===== config.mk =====
export PLATFORM = sky130hd
export DESIGN_NAME = command_frame_checker_crc16
export DESIGN_NICKNAME = d
export VERILOG_FILES = /design/src/rtl/cfc_pkg.sv /design/src/rtl/cfc_front.sv /design/src/rtl/cfc_queue.sv /design/src/rtl/cfc_back.sv /design/src/rtl/command_frame_checker_crc16.sv
export VERILOG_INCLUDE_DIRS = /design/src /design/src/rtl
export SDC_FILE = /design/constraint.sdc
export NUM_CORES = 1
export LEC_CHECK = 0
export ABC_AREA = 1
export ABC_CLOCK_PERIOD_IN_PS = 5500
export BUFFER_PORTS_ARGS = -buffer_cell sky130_fd_sc_hd__buf_4
export CAP_MARGIN = 0
export CORE_MARGIN = 2
export CORE_UTILIZATION = 55
export CTS_CLUSTER_SIZE = 40
export DETAILED_ROUTE_END_ITERATION = 10
export PLACE_DENSITY = 0.73
export SLEW_MARGIN = 0
export SYNTH_ARGS = -nofsm -noshare
export SYNTH_HDL_FRONTEND = slang
export SYNTH_HIERARCHICAL = 1
export SYNTH_SLANG_ARGS = --single-unit

===== constraint.sdc =====
create_clock -name i_clk -period 5.5 [get_ports i_clk]
set_clock_uncertainty 0.2 [all_clocks]
set_input_delay 1.1 -clock i_clk [delete_from_list [all_inputs] [get_ports i_clk]]
set_output_delay 1.1 -clock i_clk [all_outputs]
set_load 0.05 [all_outputs]

===== src/rtl/assert_macros.svh =====
// Assertion helpers shared by the checker's modules.
`ifndef ASSERT_MACROS_SVH
`define ASSERT_MACROS_SVH

// The property holds at every clock edge outside reset.
`define CFC_ASSERT(lbl, clk, rst_n, prop, msg) \
    lbl: assert property (@(posedge clk) disable iff (!rst_n) (prop)) else $error(msg);

// When the trigger holds, the consequence holds at the next clock edge.
`define CFC_ASSERT_NEXT(lbl, clk, rst_n, trig, cons, msg) \
    lbl: assert property (@(posedge clk) disable iff (!rst_n) (trig) |=> (cons)) \
        else $error(msg);

`endif


===== src/rtl/cfc_pkg.sv =====
package cfc_pkg;

    localparam int CFG_IDX_W = 2;
    localparam int CFG_DATA_W = 8;
    localparam int MIN_FRAME = 6;

    localparam logic [15:0] CRC_INIT = 16'hFFFF;
    localparam logic [15:0] CRC_POLY = 16'hA001;
    localparam logic [7:0] SYNC_RESET = 8'hA0;
    localparam logic [7:0] PROTOCOL_RESET = 8'h01;

    typedef enum logic [CFG_IDX_W-1:0] {
        CFG_SYNC     = 2'd0,
        CFG_PROTOCOL = 2'd1
    } t_cfg_idx;

    typedef enum logic [1:0] {
        VERDICT_ACCEPT  = 2'd0,
        VERDICT_LEN_ERR = 2'd1,
        VERDICT_CRC_ERR = 2'd2,
        VERDICT_IGNORED = 2'd3
    } t_verdict;

    typedef struct packed {
        logic [7:0] rx_byte;
        logic       frame_end;
    } t_in_item;

    typedef struct packed {
        t_verdict    verdict;
        logic [7:0]  command;
        logic [15:0] crc_computed;
        logic [15:0] crc_received;
    } t_out_item;

    // Everything the back end needs to judge one finished frame.
    typedef struct packed {
        logic        header_good;
        logic        count_overflow;
        logic [7:0]  byte_count;
        logic [7:0]  length_field;
        logic [7:0]  command;
        logic [15:0] crc_acc;
        logic [15:0] crc_rx;
    } t_frame_sum;

endpackage


===== src/rtl/cfc_front.sv =====
module cfc_front
    import cfc_pkg::*;
#(
    parameter int MAX_FRAME = 255
) (
    input  logic                  i_clk,
    input  logic                  i_rst_n,
    input  logic                  i_cfg_we,
    input  logic [CFG_IDX_W-1:0]  i_cfg_index,
    input  logic [CFG_DATA_W-1:0] i_cfg_data,
    input  logic                  i_in_valid,
    input  t_in_item              i_in_data,
    output logic                  o_in_stall,
    input  logic                  i_q_full,
    output logic                  o_push,
    output t_frame_sum            o_push_data
);

    localparam logic [7:0] MaxCount = 8'(MAX_FRAME);

    // Bitwise CRC-16/MODBUS update over one byte, LSB first.
    function automatic logic [15:0] crc_byte(input logic [15:0] acc, input logic [7:0] b);
        logic [15:0] c;
        c = acc ^ {8'h00, b};
        for (int k = 0; k < 8; k++) begin
            if (c[0]) begin
                c = (c >> 1) ^ CRC_POLY;
            end else begin
                c = c >> 1;
            end
        end
        return c;
    endfunction

    logic [7:0]  r_sync, r_protocol;
    logic [15:0] r_crc, n_crc;
    logic [7:0]  r_tail0, r_tail1;
    logic [7:0]  r_count, n_count;
    logic        r_ovf, n_ovf;
    logic [7:0]  r_len, n_len;
    logic [7:0]  r_cmd, n_cmd;
    logic        r_hg, n_hg;
    logic        w_accept;

    assign o_in_stall = i_q_full;
    assign w_accept = i_in_valid && !i_q_full;

    always_ff @(posedge i_clk) begin
        if (!i_rst_n) begin
            r_sync <= SYNC_RESET;
            r_protocol <= PROTOCOL_RESET;
        end else if (i_cfg_we) begin
            unique case (t_cfg_idx'(i_cfg_index))
                CFG_SYNC:     r_sync <= i_cfg_data;
                CFG_PROTOCOL: r_protocol <= i_cfg_data;
                default: ;
            endcase
        end
    end

    always_comb begin
        n_hg = r_hg;
        n_len = r_len;
        n_cmd = r_cmd;
        if (!r_ovf) begin
            if (r_count == 8'd0 && i_in_data.rx_byte != r_sync) begin
                n_hg = 1'b0;
            end
            if (r_count == 8'd1) begin
                n_len = i_in_data.rx_byte;
            end
            if (r_count == 8'd2 && i_in_data.rx_byte != r_protocol) begin
                n_hg = 1'b0;
            end
            if (r_count == 8'd3) begin
                n_cmd = i_in_data.rx_byte;
            end
        end
        // The two newest bytes are held back; they may be the trailing CRC.
        n_crc = (r_count >= 8'd2) ? crc_byte(r_crc, r_tail0) : r_crc;
        if (r_count >= MaxCount) begin
            n_ovf = 1'b1;
            n_count = r_count;
        end else begin
            n_ovf = r_ovf;
            n_count = r_count + 8'd1;
        end
    end

    assign o_push = w_accept && i_in_data.frame_end;
    assign o_push_data = '{
        header_good:    n_hg,
        count_overflow: n_ovf,
        byte_count:     n_count,
        length_field:   n_len,
        command:        n_cmd,
        crc_acc:        n_crc,
        crc_rx:         {r_tail1, i_in_data.rx_byte}
    };

    always_ff @(posedge i_clk) begin
        if (!i_rst_n || o_push) begin
            r_crc <= CRC_INIT;
            r_tail0 <= 8'd0;
            r_tail1 <= 8'd0;
            r_count <= 8'd0;
            r_ovf <= 1'b0;
            r_len <= 8'd0;
            r_cmd <= 8'd0;
            r_hg <= 1'b1;
        end else if (w_accept) begin
            r_crc <= n_crc;
            r_tail0 <= r_tail1;
            r_tail1 <= i_in_data.rx_byte;
            r_count <= n_count;
            r_ovf <= n_ovf;
            r_len <= n_len;
            r_cmd <= n_cmd;
            r_hg <= n_hg;
        end
    end

`include "assert_macros.svh"

    `CFC_ASSERT_NEXT(a_frame_restart, i_clk, i_rst_n, o_push, r_count == 8'd0 && r_crc == CRC_INIT, "frame state not cleared after frame end")
    `CFC_ASSERT(a_count_limit, i_clk, i_rst_n, r_count <= MaxCount, "byte count beyond frame limit")

endmodule


===== src/rtl/cfc_queue.sv =====
module cfc_queue
    import cfc_pkg::*;
(
    input  logic       i_clk,
    input  logic       i_rst_n,
    input  logic       i_push,
    input  t_frame_sum i_push_data,
    output logic       o_full,
    input  logic       i_pop,
    output logic       o_head_valid,
    output t_frame_sum o_head
);

    t_frame_sum r_slot [2];
    logic       r_wptr, r_rptr;
    logic [1:0] r_cnt;

    assign o_full = (r_cnt == 2'd2);
    assign o_head_valid = (r_cnt != 2'd0);
    assign o_head = r_slot[r_rptr];

    always_ff @(posedge i_clk) begin
        if (i_push) begin
            r_slot[r_wptr] <= i_push_data;
        end
    end

    always_ff @(posedge i_clk) begin
        if (!i_rst_n) begin
            r_wptr <= 1'b0;
            r_rptr <= 1'b0;
            r_cnt <= 2'd0;
        end else begin
            if (i_push) begin
                r_wptr <= ~r_wptr;
            end
            if (i_pop) begin
                r_rptr <= ~r_rptr;
            end
            r_cnt <= r_cnt + {1'b0, i_push} - {1'b0, i_pop};
        end
    end

`include "assert_macros.svh"

    `CFC_ASSERT(a_no_overrun, i_clk, i_rst_n, !(i_push && o_full), "push into full queue")
    `CFC_ASSERT(a_no_underrun, i_clk, i_rst_n, !(i_pop && !o_head_valid), "pop from empty queue")

endmodule


===== src/rtl/cfc_back.sv =====
module cfc_back
    import cfc_pkg::*;
(
    input  logic       i_clk,
    input  logic       i_rst_n,
    input  logic       i_head_valid,
    input  t_frame_sum i_head,
    output logic       o_pop,
    output logic       o_out_valid,
    input  logic       i_out_stall,
    output t_out_item  o_out_data
);

    logic      r_valid;
    t_out_item r_out;
    t_verdict  w_verdict;

    always_comb begin
        priority if (!i_head.header_good) begin
            w_verdict = VERDICT_IGNORED;
        end else if (i_head.count_overflow || i_head.byte_count < 8'(MIN_FRAME)
                     || i_head.length_field != i_head.byte_count) begin
            w_verdict = VERDICT_LEN_ERR;
        end else if (i_head.crc_acc != i_head.crc_rx) begin
            w_verdict = VERDICT_CRC_ERR;
        end else begin
            w_verdict = VERDICT_ACCEPT;
        end
    end

    assign o_pop = i_head_valid && (!r_valid || !i_out_stall);

    always_ff @(posedge i_clk) begin
        if (!i_rst_n) begin
            r_valid <= 1'b0;
        end else if (o_pop) begin
            r_valid <= 1'b1;
        end else if (!i_out_stall) begin
            r_valid <= 1'b0;
        end
    end

    always_ff @(posedge i_clk) begin
        if (o_pop) begin
            r_out <= '{
                verdict:      w_verdict,
                command:      i_head.command,
                crc_computed: i_head.crc_acc,
                crc_received: i_head.crc_rx
            };
        end
    end

    assign o_out_valid = r_valid;
    assign o_out_data = r_out;

`include "assert_macros.svh"

    `CFC_ASSERT_NEXT(a_fill_output, i_clk, i_rst_n, i_head_valid && !r_valid, r_valid, "pending verdict not moved to output")

endmodule


===== src/rtl/command_frame_checker_crc16.sv =====
// Command frame checker with CRC-16/MODBUS.
// Input channel: one frame byte per transaction (i_in_valid, o_in_stall, i_in_data),
// with frame_end set on the last byte. A byte is taken at every edge where valid is
// high and stall is low, so bytes may arrive back to back at one per cycle.
// Output channel: one verdict transaction per frame (o_out_valid, i_out_stall,
// o_out_data) carrying the verdict, the command byte and both CRC values.
// Configuration: write sync_value (index 0) or protocol_value (index 1) through
// i_cfg_we, i_cfg_index and i_cfg_data while the block is idle; other indexes are dropped.
// The edge that takes the last byte writes the frame summary into the queue; the back end
// registers its verdict in the output register once that register is free. Throughput is
// one byte per cycle while o_in_stall is low; the byte-wide CRC update is the step that sets it.
// A two-entry queue of finished frame summaries sits between the byte front end and
// the verdict register, so a stall on the output holds o_out_valid and its data while
// the front end keeps taking bytes until the queue fills; only then is o_in_stall raised.
// Synchronous active-low reset restores the default sync and protocol values, clears
// the frame in progress and empties the queue and the output register.
module command_frame_checker_crc16
    import cfc_pkg::*;
#(
    parameter int MAX_FRAME = 255
) (
    input  logic                  i_clk,
    input  logic                  i_rst_n,
    input  logic                  i_cfg_we,
    input  logic [CFG_IDX_W-1:0]  i_cfg_index,
    input  logic [CFG_DATA_W-1:0] i_cfg_data,
    input  logic                  i_in_valid,
    output logic                  o_in_stall,
    input  t_in_item              i_in_data,
    output logic                  o_out_valid,
    input  logic                  i_out_stall,
    output t_out_item             o_out_data
);

    logic       w_push, w_full, w_pop, w_head_valid;
    t_frame_sum w_push_data, w_head;

    // Front end: header checks, byte count, and the running CRC with its
    // two-byte hold-back for the trailing checksum.
    cfc_front #(
        .MAX_FRAME (MAX_FRAME)
    ) u_front (
        .i_clk       (i_clk),
        .i_rst_n     (i_rst_n),
        .i_cfg_we    (i_cfg_we),
        .i_cfg_index (i_cfg_index),
        .i_cfg_data  (i_cfg_data),
        .i_in_valid  (i_in_valid),
        .i_in_data   (i_in_data),
        .o_in_stall  (o_in_stall),
        .i_q_full    (w_full),
        .o_push      (w_push),
        .o_push_data (w_push_data)
    );

    // Finished frames wait here so either side may stall on its own.
    cfc_queue u_queue (
        .i_clk        (i_clk),
        .i_rst_n      (i_rst_n),
        .i_push       (w_push),
        .i_push_data  (w_push_data),
        .o_full       (w_full),
        .i_pop        (w_pop),
        .o_head_valid (w_head_valid),
        .o_head       (w_head)
    );

    // Back end: ranks the errors and holds the verdict for the receiver.
    cfc_back u_back (
        .i_clk        (i_clk),
        .i_rst_n      (i_rst_n),
        .i_head_valid (w_head_valid),
        .i_head       (w_head),
        .o_pop        (w_pop),
        .o_out_valid  (o_out_valid),
        .i_out_stall  (i_out_stall),
        .o_out_data   (o_out_data)
    );

endmodule


* Yosys cells after proc, flatten, opt, wreduce, memory -nomap -nowiden
Memory sizes are Yosys's and may differ from the RTL's. A register that Yosys moved wholly into a read port is not among the register bits. Cells that the tools add are included.
Operators by class: $lt $le $gt $ge 3, multiply operators 0, muxes and demuxes 26, bitwise operators 12, reductions and logical operators 19, eq/ne operators 10, add/subtract/negate cells 3, divide/modulo/power cells 0, shifts and indexed selects 0
Operators with widths (number):
- $mux 16 | 9
- $mux 8 | 5
- $ne 8x8->1 | 3
- $not 2->3 | 8
- $eq 8x2->1 const B | 2
- $ne 16x16->1 | 1
- $xor 16x8->16 | 1
- $mux 1 | 10
- $add 8x1->8 const B | 1
- $eq 8x1->1 const B | 1
- $ge 8x2->1 const B | 1
- $ge 8x8->1 const B | 1
- $logic_not 8->1 | 1
- $lt 8x3->1 const B | 1
- $logic_and 1x1->1 | 5
- $logic_not 1->1 | 4
- $logic_or 1x1->1 | 4
- $mux 2 | 2
- $reduce_and 2->1 | 2
- $not 1->1 | 3
- $add 2x1->2 | 1
- $eq 2x1->1 const B | 1
- $eq 2x2->1 const B | 1
- $logic_not 2->1 | 1
- 4 further kinds | 4
Storage, ports and cells: latch bits 0, input bits 24, logic and storage cells 93, memories kept 1, bits in writable memories 116, memory bits (read-only) 0, output and inout bits 44, register bits 121
Memories:
- u_queue.r_slot | words 2, bits a word 58, read ports 1, clocked after Yosys merged registers in 1, write ports 1, line cfc_queue.sv:14 | t_frame_sum r_slot [2];

* Logic depth before layout (Yosys ltp)
Gate-level depths: netlist (run 1).
depth after elaboration 18, mapped depth 15

* By module
The synthesis (run 1) kept the hierarchy.
Modules (own cells, without submodules):
- cfc_queue | cells each 213, times used 1, area each 4485.6 um2
- cfc_front | cells each 594, times used 1, area each 4012.6 um2
- cfc_back | cells each 186, times used 1, area each 1841.8 um2

* Worst setup path after synthesis (run 1)
Ideal clock, no wire load.
kind input to register, start point input port i_in_valid, end point memory u_queue/r_slot[0][0] (netlist name) (enable), setup time 0.475 ns, data required time 4.825 ns, slack 0.862 ns, stages on the path 6, buffers on the path 0, arrival 3.963 ns, cells stage by stage inv_1 -> nor2_1 -> nand2_1 -> inv_1 -> inv_1 -> nor2_1
On the way: word-level cells in the longest chain between the ends 4
RTL lines:
- from (decl) | line command_frame_checker_crc16.sv:27 | input logic i_in_valid,
- $logic_and 1x1->1 | line cfc_front.sv:46 | assign w_accept = i_in_valid && !i_q_full;
- $logic_and 1x1->1 | line cfc_front.sv:90 | assign o_push = w_accept && i_in_data.frame_end;
- via w_push | line command_frame_checker_crc16.sv:35 | logic w_push, w_full, w_pop, w_head_valid;
- $mux 1 | line cfc_queue.sv:23 | if (i_push) begin
- $mux 1 (not written as such) | line cfc_queue.sv:24 | r_slot[r_wptr] <= i_push_data;
- to (decl) | line cfc_queue.sv:14
The timed path passes the listed nets, and every way through them passes these cells.

* Final worst setup path (run 1)
start point input port i_in_valid, end point register u_front.r_crc[6]
On the way: word-level cells in the longest chain between the ends 3
RTL lines:
- $logic_and 1x1->1 * | line cfc_front.sv:46
- $logic_and 1x1->1 | line cfc_front.sv:90
- $logic_or 1x1->1 | line cfc_front.sv:102 | if (!i_rst_n || o_push) begin
- to (signal assigned) | line cfc_front.sv:112 | r_crc <= n_crc;
- to (decl) | line cfc_front.sv:36 | logic [15:0] r_crc, n_crc;
Every way passes the cells marked *; elsewhere a longest branch is shown, timed or not. A chain may end at the register's enable or synchronous reset.

==> results of run 1 <==
## placed cells by master, fill, tap and decap left out, types with 3 or more instances in the layout
| cell type | Yosys | layout |
|---|---|---|
| inv_2 | 4 | 5 |
| a21oi_1 | 59 | 58 |
| o211ai_1 | 7 | 7 |
| o21ai_1 | 13 | 13 |
| clkinv_2 | 0 | 3 |
| xor2_1 | 11 | 11 |
| nor3_1 | 4 | 4 |
| inv_1 | 132 | 131 |
| dfxtp_1 | 80 | 79 |
| o21ai_0 | 48 | 48 |
| edfxtp_1 | 158 | 158 |
| xnor2_1 | 9 | 9 |
| buf_4 | 12 | 74 |
| nand2_1 | 249 | 249 |
| or2_2 | 5 | 5 |
| a21oi_2 | 4 | 4 |
| nand3_1 | 21 | 21 |
| o21ai_2 | 9 | 9 |
| ha_1 | 6 | 6 |
| clkbuf_1 | 15 | 5 |
| nor2_4 | 1 | 3 |
| mux2_4 | 20 | 20 |
| nor2_1 | 57 | 55 |
| mux2_2 | 38 | 38 |
| clkbuf_16 | 0 | 27 |
| clkbuf_8 | 0 | 5 |
| nand3_2 | 3 | 3 |
## how the worst max path moves through the flow
| stage | slack [ps] | endpoint | cells past startpoint | from |
|---|---|---|---|---|
| 2_1_floorplan | 860 | u_queue/r_slot[0][0] | 6 | i_in_valid |
| 3_3_place_gp | 2090 | u_front/r_count[0] | 8 | i_in_valid |
| 3_5_place_dp | 2020 | u_front/r_count[1] | 8 | i_in_valid |
| 4_1_cts | 2560 | u_front/r_count[1] | 8 | i_in_valid |
| 5_1_grt | 2340 | u_front/r_count[1] | 8 | i_in_valid |
| 6_report | 2530 | u_front/r_crc[6] | 7 | i_in_valid |
## power groups by stage
stage | clock [mW] | combinational [mW] | sequential [mW]
detailed placement | 0 | 2.19 | 2.62
global route | 1.71 | 2.39 | 2.62
floorplan | 0 | 1.20 | 3.06
finish | 1.61 | 2.20 | 2.58
CTS | 1.64 | 2.20 | 2.58
global placement | 0 | 2.14 | 2.61
## metrics by stage
| stage | setup WS, ps | power (mW) | instance area [um2] |
|---|---|---|---|
| 2_1_floorplan | 862 | 4.26 | 10300 |
| 3_3_place_gp | 2090 | 4.75 | 11000 |
| 3_5_place_dp | 2020 | 4.81 | 11000 |
| 4_1_cts | 2560 | 6.42 | 11800 |
| 5_1_grt | 2340 | 6.72 | 11800 |
| 6_report | 2530 | 6.39 | 11800 |
## sequential cells by signal (all words and copies together) (netlist names), named ones only
register,cells
u_back/o_out_data,42
u_front/r_crc,16
u_front/r_cmd,8
u_queue/r_cnt,2
u_queue/r_slot,116
u_queue/r_wptr,1
u_front/r_protocol,8
u_front/r_ovf,1
u_front/r_tail1,8
u_front/r_hg,1
u_front/r_sync,8
u_front/r_tail0,8
u_front/r_len,8
u_back/o_out_valid,1
u_front/r_count,8
u_queue/r_rptr,1
## per-layer routing
metal	wire length [um]	up-vias	track usage
met3	1110	30	0.0367
met5	0	-	0
met1	9340	3142	0.288
li1	-	3372	-
met4	412	0	0.0584
met2	9310	155	0.330
## cells by family after synthesis
logic type / Yosys count / share of synthesized area
xor gates and xnor gates: 21 / 0.0185
AOI/OAI and AO/OA: 143 / 0.0768
and+or+nand+nor: 350 / 0.140
muxes: 58 / 0.0704
buffers and inverters: 177 / 0.0736
adders and majority gates: 6 / 0.00726
DFF: 238 / 0.614
## worst reg2reg max path, cell delays in order (launching register included)
cell and delay, ps:
dfxtp_2 900, buf_4 410, mux2_2 440, nor2_1 120, nor2_1 50, nor2_1 70
nand2_1 100, nor2_1 120, nand2_1 80, nand2_1 70, nand2_1 40
## area by class of cell
cell class              instances  area, um2
fillers                      1416       6810
inverters                     136        510
flip-flops and latches        238       6350
repair buffers                 74        556
multi-input cells             578       3260
clock inverters                 7       37.5
clock buffers                  37        763
well taps                     234        293
==> results.json, run 1 <==
{
  "p_int_mw": 4.07,
  "grt_first_pass_wirelength_um": 32100,
  "n_antenna_cell": 0,
  "yosysTopAreaCellShare": 0.459,
  "crit_family": "buffers and inverters",
  "r2r_slack_ps": 2640,
  "ys_top_cells_by_area": "edfxtp_1 46%, dfxtp_1 15%, nand2_1 9.0%",
  "finalSetupViolations": 0,
  "ys_types": 36,
  "tns_ps": 0,
  "fmax_ghz": 0.337,
  "yosysMostFrequentCell": "nand2_1",
  "cts_root_buffer": "clkbuf_16",
  "antenna_left": 0,
  "pin_count": 68,
  "finalNetCount": 1082,
  "wl_um": 20200,
  "synth_edf_count": 158,
  "path_class": "primary input to flip-flop",
  "stdcell_count": 1304,
  "crit_arrival_ps": 3150,
  "ir_drop_mv": 0.260,
  "cap_violations": 0,
  "tightest_slew_ps": 1240,
  "die_h_um": 141,
  "synthesis.nets": 1023,
  "post_drt_wl_per_cell_um": 15.5,
  "p_leak_nw": 5.00,
  "drt_first_pass_iters": 5,
  "track_usage": 0.205,
  "cts_resized": 0,
  "synthTopCellsByCount": "249 x nand2_1, 158 x edfxtp_1, 132 x inv_1",
  "hold_path_end": "u_front/r_protocol[2]",
  "min_path_cells": 2,
  "synthArstFlopShare": 0,
  "p_per_area_nw_per_um2": 543,
  "die_w_um": 141,
  "dieArea_um2": 19900,
  "final_max_slew_viol_count": 0,
  "critPathCaptureType": "flip-flop",
  "relSlewSlack": 0.170,
  "ctsLongestPathBuffers": 3,
  "grt_pass1_vias": 6335,
  "path_max_fanout": 75,
  "cp_slowest_cell": "inv_1",
  "clk_pin_slew_ps": 60,
  "ys_warn_count": 6,
  "synth_area_um2": 10300,
  "hold_viol": 0,
  "route.detailed.drc": 0,
  "antenna_found_initial": 0,
  "viasPerCell": 5.14,
  "num_vias": 6699,
  "post_cts_buffers": 0,
  "rsz0062_at_grt": "false",
  "post-route-period-util": 0.540,
  "min_path_type": "flip-flop to flip-flop",
  "required_ps": 5680,
  "pwr-share-clk": 0.252,
  "switching_share": 0.363,
  "drt_iter0_markers": 521,
  "r2r_cells": 10,
  "status": "complete, no violations",
  "numCtsBuffers": 24,
  "start_util": 0.556,
  "comb_power_share": 0.344,
  "layout-drive-gt1-share": 0.194,
  "synth_flop_cell": "edfxtp_1",
  "syn_area_per_cell_um2": 10.4,
  "core.rowCount": 50,
  "grt_max_degree": 76,
  "yosysTopAreaCell": "edfxtp_1",
  "area_growth_pct": 13.8,
  "seq_power_share": 0.404,
  "min_from": "u_front/r_protocol[2]",
  "io_buffers": 67,
  "dp_hpwl_um": 13200,
  "core_area_um2": 18600,
  "clk_latency_ps": 510,
  "ys_seq_area_frac": 0.614,
  "hold_buffers": 0,
  "placed_cells": 1260,
  "synth_cells": 993,
  "critical_path_buf_inv_count": 4,
  "final.min_clock_period_ps": 2970,
  "r2r-end": "u_back/o_out_data[41]",
  "gp_congestion": 0.870,
  "htreeDepth": 1,
  "holdWs_ps": 273,
  "utilization": 0.633,
  "synth-seq-cells": 238,
  "cp-start-kind": "primary input",
  "cts_tree": "built",
  "switching_power_mw": 2.32,
  "cts_num_sinks": 238,
  "grt-ovfl-total": 0,
  "max_stage_delay_ps": 770,
  "path_cells": "buf_4 -> inv_1 -> nor2_4 -> buf_4 -> inv_1 -> a21oi_1 -> nand2_1"
}
Power figures use the tool's default switching activity.
==> run 2, diff against run 1 <==
Settings changed: ABC_CLOCK_PERIOD_IN_PS 5500 to 2700, PLACE_DENSITY 0.73 to 0.76.
Clock period 5.5 ns to 2.7 ns, I/O delays scaled along.
==> run 2 against run 1 <==
Against the previous run:
- critical path type is now flip-flop to flip-flop
- critical path depth grew 3
- combinational power increased by 110%
- flip-flop and latch count unchanged
- register-to-register slack worse by 2200 ps
- highest routed layer unchanged
- critical endpoint is now u_back/o_out_data[41]
- clock power rose by 96%
==> results.json, run 2 (synthesized netlist as in run 1, its figures left out) <==
{
  "min_path_type": "primary input to flip-flop",
  "stdcell_count": 1308,
  "cpMostUsedCell": "nand2_1",
  "post-route-period-util": 0.831,
  "gp_congestion": 0.839,
  "r2r_slack_ps": 460,
  "pin_count": 68,
  "cts_tree": "built",
  "path_class": "flip-flop to flip-flop",
  "n_antenna_cell": 0,
  "wl_um": 20400,
  "max_stage_delay_ps": 410,
  "grt_pass1_vias": 6507,
  "relSlewSlack": 0.538,
  "critPathCaptureType": "flip-flop",
  "drt_iter0_markers": 458,
  "die_w_um": 141,
  "start_util": 0.556,
  "placed_cells": 1267,
  "layout.area.seq_um2": 6350,
  "clk_pin_slew_ps": 60,
  "clk_latency_ps": 520,
  "layout_commonest_cell": "nand2_1",
  "p_per_area_nw_per_um2": 1100,
  "ir_drop_mv": 0.640,
  "path_cells": "buf_12 -> mux2_2 -> nand2_1 -> nand2_1 -> nor2_1 -> nand2_1 -> nor2_1 -> nand2_1 -> nand2_1 -> nand2_1",
  "crit_family": "simple AND/OR/NAND/NOR gates",
  "hold_buffers": 0,
  "cp-start-kind": "flip-flop",
  "grt-ovfl-total": 0,
  "cts_resized": 0,
  "final_cell_mix": "249 x nand2_1, 158 x edfxtp_1, 131 x inv_1",
  "pwr-share-clk": 0.242,
  "post_cts_buffers": 0,
  "comb_power_share": 0.360,
  "drt_first_pass_iters": 4,
  "fmax_ghz": 0.445,
  "area_growth_pct": 14.4,
  "final.min_clock_period_ps": 2240,
  "p_int_mw": 8.25,
  "post_drt_wl_per_cell_um": 15.6,
  "die_h_um": 141,
  "core_area_um2": 18600,
  "crit_arrival_ps": 2320,
  "tns_ps": 0,
  "route.detailed.drc": 0,
  "final_max_slew_viol_count": 0,
  "hold_viol": 0,
  "multi_input_area_um2": 3260,
  "io_buffers": 67,
  "antenna_found_initial": 0,
  "finalNetCount": 1088,
  "utilization": 0.636,
  "cp_slowest_cell": "mux2_2",
  "htreeDepth": 1,
  "core.rowCount": 50,
  "grt_max_degree": 59,
  "dp_hpwl_um": 13100,
  "grt_first_pass_wirelength_um": 32700,
  "seq_power_share": 0.398,
  "antenna_left": 0,
  "cts_num_sinks": 238,
  "tightest_slew_ps": 686,
  "ctsLongestPathBuffers": 3,
  "cts_root_buffer": "clkbuf_16",
  "required_ps": 2770,
  "switching_share": 0.366,
  "path_max_fanout": 58,
  "dieArea_um2": 19900,
  "p_leak_nw": 5.02,
  "status": "complete, no violations",
  "critical_path_buf_inv_count": 1,
  "cap_violations": 0,
  "finalSetupViolations": 0,
  "n_fill_cell": 1430,
  "rsz0062_at_grt": "false",
  "viasPerCell": 5.19,
  "min_from": "i_cfg_data[5]",
  "regMostFlops": "u_queue/r_slot",
  "numCtsBuffers": 23,
  "holdWs_ps": 55.7,
  "switching_power_mw": 4.76,
  "track_usage": 0.207,
  "largest_reg_flops": 116,
  "layout-drive-gt1-share": 0.199,
  "num_vias": 6794
}
==> run 2: changes by cell type in the layout (fill, tap and decap cells not counted), sizes merged <==
cell | previous run | this run
clkbuf | 37 | 28
buf | 74 | 81
bufinv | 0 | 2
inv | 136 | 138
clkinvlp | 2 | 1
clkinv | 5 | 8
==> run 2: worst min-delay path, stage by stage <==
cell and delay [ps]:
buf_4 80, nand2_1 40, nand3_1 60
==> run 2: through the flow <==
stage               area (um2)  setup slack (ps)  power, mW
CTS                      11800               469       13.1
floorplan                10400               210       8.66
detailed placement       11100               465       9.90
finish                   11800               455       13.0
global route             11800               329       13.7
global placement         11100               498       9.79
==> run 2: final timing paths <==
kind,cells after the start,endpoint
max,10,u_back/o_out_data[41]
min,3,u_front/r_sync[5]
max reg2reg,10,u_back/o_out_data[41]
min reg2reg,2,u_front/r_hg
==> run 2: metal layers <==
layer / part of all wire / track usage / routed length [um] / vias up
met5: 0 / 0 / 0 / -
met4: 0.013 / 0.0468 / 257 / 0
met3: 0.056 / 0.0299 / 1130 / 17
met2: 0.47 / 0.344 / 9590 / 161
met1: 0.46 / 0.292 / 9430 / 3218
li1: - / - / - / 3398
==> run 2: area by class of cell <==
class,count,area share
Clock buffer,28,0.0519
Clock inverter,13,0.0108
Sequential cell,238,0.537
Tap cell,234,0.0248
Multi-Input combinational cell,578,0.276
Timing Repair Buffer,81,0.0567
Inverter,136,0.0435
==> run 2: power groups by stage <==
stage	combinational, mW	clock [mW]	sequential (mW)
2_1_floorplan	2.46	0	6.20
3_3_place_gp	4.55	0	5.24
3_5_place_dp	4.65	0	5.26
4_1_cts	4.68	3.20	5.18
5_1_grt	5.09	3.32	5.25
6_report	4.68	3.15	5.18
==> run 3, diff against run 2 <==
Settings changed: ABC_CLOCK_PERIOD_IN_PS 2700 to 2000.
Clock period 2.7 ns to 2 ns, I/O delays scaled along.
==> run 3 against run 2 <==
Against the previous run:
- the flow now finishes with violations (negative setup slack)
- global-route usage grew 1.2 points
- sequential share of layout area down 4.3 points
- sequential power up 36%
- register-to-register slack worse by 520 ps
- critical endpoint unchanged
- highest routed layer unchanged
==> results.json, run 3 (synthesized netlist as in run 1, its figures left out) <==
{
  "final.min_clock_period_ps": 2060,
  "r2r-end": "u_back/o_out_data[41]",
  "relSlewSlack": 0.616,
  "track_usage": 0.219,
  "finalSetupViolations": 2,
  "use_met3": 0.0292,
  "antenna_left": 0,
  "grt_first_pass_wirelength_um": 34300,
  "grt_max_degree": 76,
  "r2r_cells": 11,
  "start_util": 0.556,
  "grt_pass1_vias": 6857,
  "crit_arrival_ps": 2150,
  "violations": "negative setup slack",
  "placed_cells": 1322,
  "largest_reg_flops": 116,
  "wl_um": 22700,
  "hold_viol": 0,
  "max_stage_delay_ps": 440,
  "cp-start-kind": "flip-flop",
  "layout-drive-gt1-share": 0.291,
  "layout_commonest_cell": "nand2_1",
  "drt_iter0_markers": 691,
  "post-route-period-util": 1.03,
  "cts_num_sinks": 238,
  "clk_latency_ps": 530,
  "p_per_area_nw_per_um2": 1490,
  "area_growth_pct": 24.8,
  "cap_violations": 0,
  "min_from": "i_in_data[1]",
  "pin_count": 68,
  "drt_first_pass_iters": 5,
  "grt.busiest_layer": "met2",
  "utilization": 0.695,
  "antenna_found_initial": 0,
  "die_w_um": 141,
  "hold_path_end": "u_front/r_tail1[0]",
  "min_path_type": "primary input to flip-flop",
  "n_antenna_cell": 0,
  "finalNetCount": 1170,
  "stdcell_count": 1393,
  "viasPerCell": 5.20,
  "numCtsBuffers": 25,
  "clk_pin_slew_ps": 60,
  "gp_congestion": 0.865,
  "cts_tree": "built",
  "r2r_slack_ps": -60,
  "core_area_um2": 18600,
  "path_class": "flip-flop to flip-flop",
  "post_drt_wl_per_cell_um": 16.3,
  "grt-ovfl-total": 0,
  "met2_usage": 0.367,
  "die_h_um": 141,
  "p_leak_nw": 5.56,
  "path_max_fanout": 6,
  "dp_hpwl_um": 14200,
  "critPathCaptureType": "flip-flop",
  "htreeDepth": 1,
  "setup_ws_ps": -62.6,
  "final_cell_mix": "242 x nand2_1, 158 x edfxtp_1, 127 x buf_4",
  "tns_ps": -80.2,
  "status": "complete, but fails checks",
  "grtUsageMet1": 0.296,
  "route.detailed.drc": 0,
  "fmax_ghz": 0.485,
  "ctsLongestPathBuffers": 3,
  "rsz0062_at_grt": "true",
  "num_vias": 7246,
  "required_ps": 2080,
  "core.rowCount": 50,
  "cp_slowest_cell": "dfxtp_4",
  "ir_drop_mv": 0.929,
  "cts_root_buffer": "clkbuf_16",
  "holdWs_ps": 54.1,
  "cpMostUsedCell": "nand2_1",
  "final_max_slew_viol_count": 0,
  "regMostFlops": "u_queue/r_slot",
  "dieArea_um2": 19900,
  "io_buffers": 67,
  "min_path_cells": 3,
  "tightest_slew_ps": 570,
  "path_cells": "buf_6 -> clkbuf_16 -> mux2_4 -> nand2_1 -> nand2_1 -> nor2_1 -> nand2_1 -> nor2_2 -> nand2_1 -> nand2_1 -> nand2_1"
}
-- run 3: how the worst max path moves through the flow --
stage | startpoint | endpoint | slack [ps] | cells after the start
2_1_floorplan | u_queue/r_cnt[0] | u_queue/r_cnt[1] | -340 | 12
3_3_place_gp | flip-flop | u_back/o_out_data[41] | -40 | 10
3_5_place_dp | flip-flop | u_back/o_out_data[41] | -50 | 10
4_1_cts | flip-flop | u_back/o_out_data[41] | -60 | 10
5_1_grt | flip-flop | u_back/o_out_data[41] | -150 | 10
6_report | flip-flop | u_back/o_out_data[41] | -60 | 11
-- run 3: per-layer routing --
layer / part of all wire / vias to the layer above
met2: 0.49 / 239
met1: 0.43 / 3408
li1: - / 3551
met5: 0 / -
met3: 0.061 / 48
met4: 0.026 / 0
-- run 3: power by group --
part	switching (mW)	total, mW	leakage [nW]	internal (mW)
Sequential	0.414	7.05	2.13	6.64
Clock	1.96	4.54	0.400	2.58
Combinational	4.62	7.60	3.02	2.98
Total	7.00	19.2	5.56	12.2
-- run 3: worst max-delay path, delay by kind of cell, from the launching register on --
| family | cells | cell delay (ps) |
|---|---|---|
| buffers and inverters | 2 | 260 |
| DFF | 1 | 440 |
| muxes | 1 | 300 |
| and+or+nand+nor | 8 | 600 |
-- run 3: final cells by class --
cell class | count | area (um2)
flip-flops and latches | 238 | 6370
clock inverters | 15 | 133
inverters | 136 | 522
well taps | 234 | 293
multi-input cells | 578 | 3410
repair buffers | 161 | 1500
fillers | 1304 | 5670
clock buffers | 31 | 678
-- run 3: timing repair --
item                                    in CTS  in global routing
pin swaps                                    0                 21
cloned                                       0                  7
hold buffers                                13                  0
hold endpoints to repair                    19                  0
gates resized for setup                      4                 67
setup buffers                                0                  5
endpoints found under the setup margin       6                 46
-- run 3: through the flow --
stage | power [mW] | setup slack, ps | area, um2
floorplan | 11.7 | -337 | 10400
global placement | 13.8 | -43.6 | 11600
detailed placement | 14.0 | -54.9 | 11600
CTS | 18.6 | -61.0 | 12500
global route | 20.1 | -148 | 12900
finish | 19.2 | -62.6 | 12900
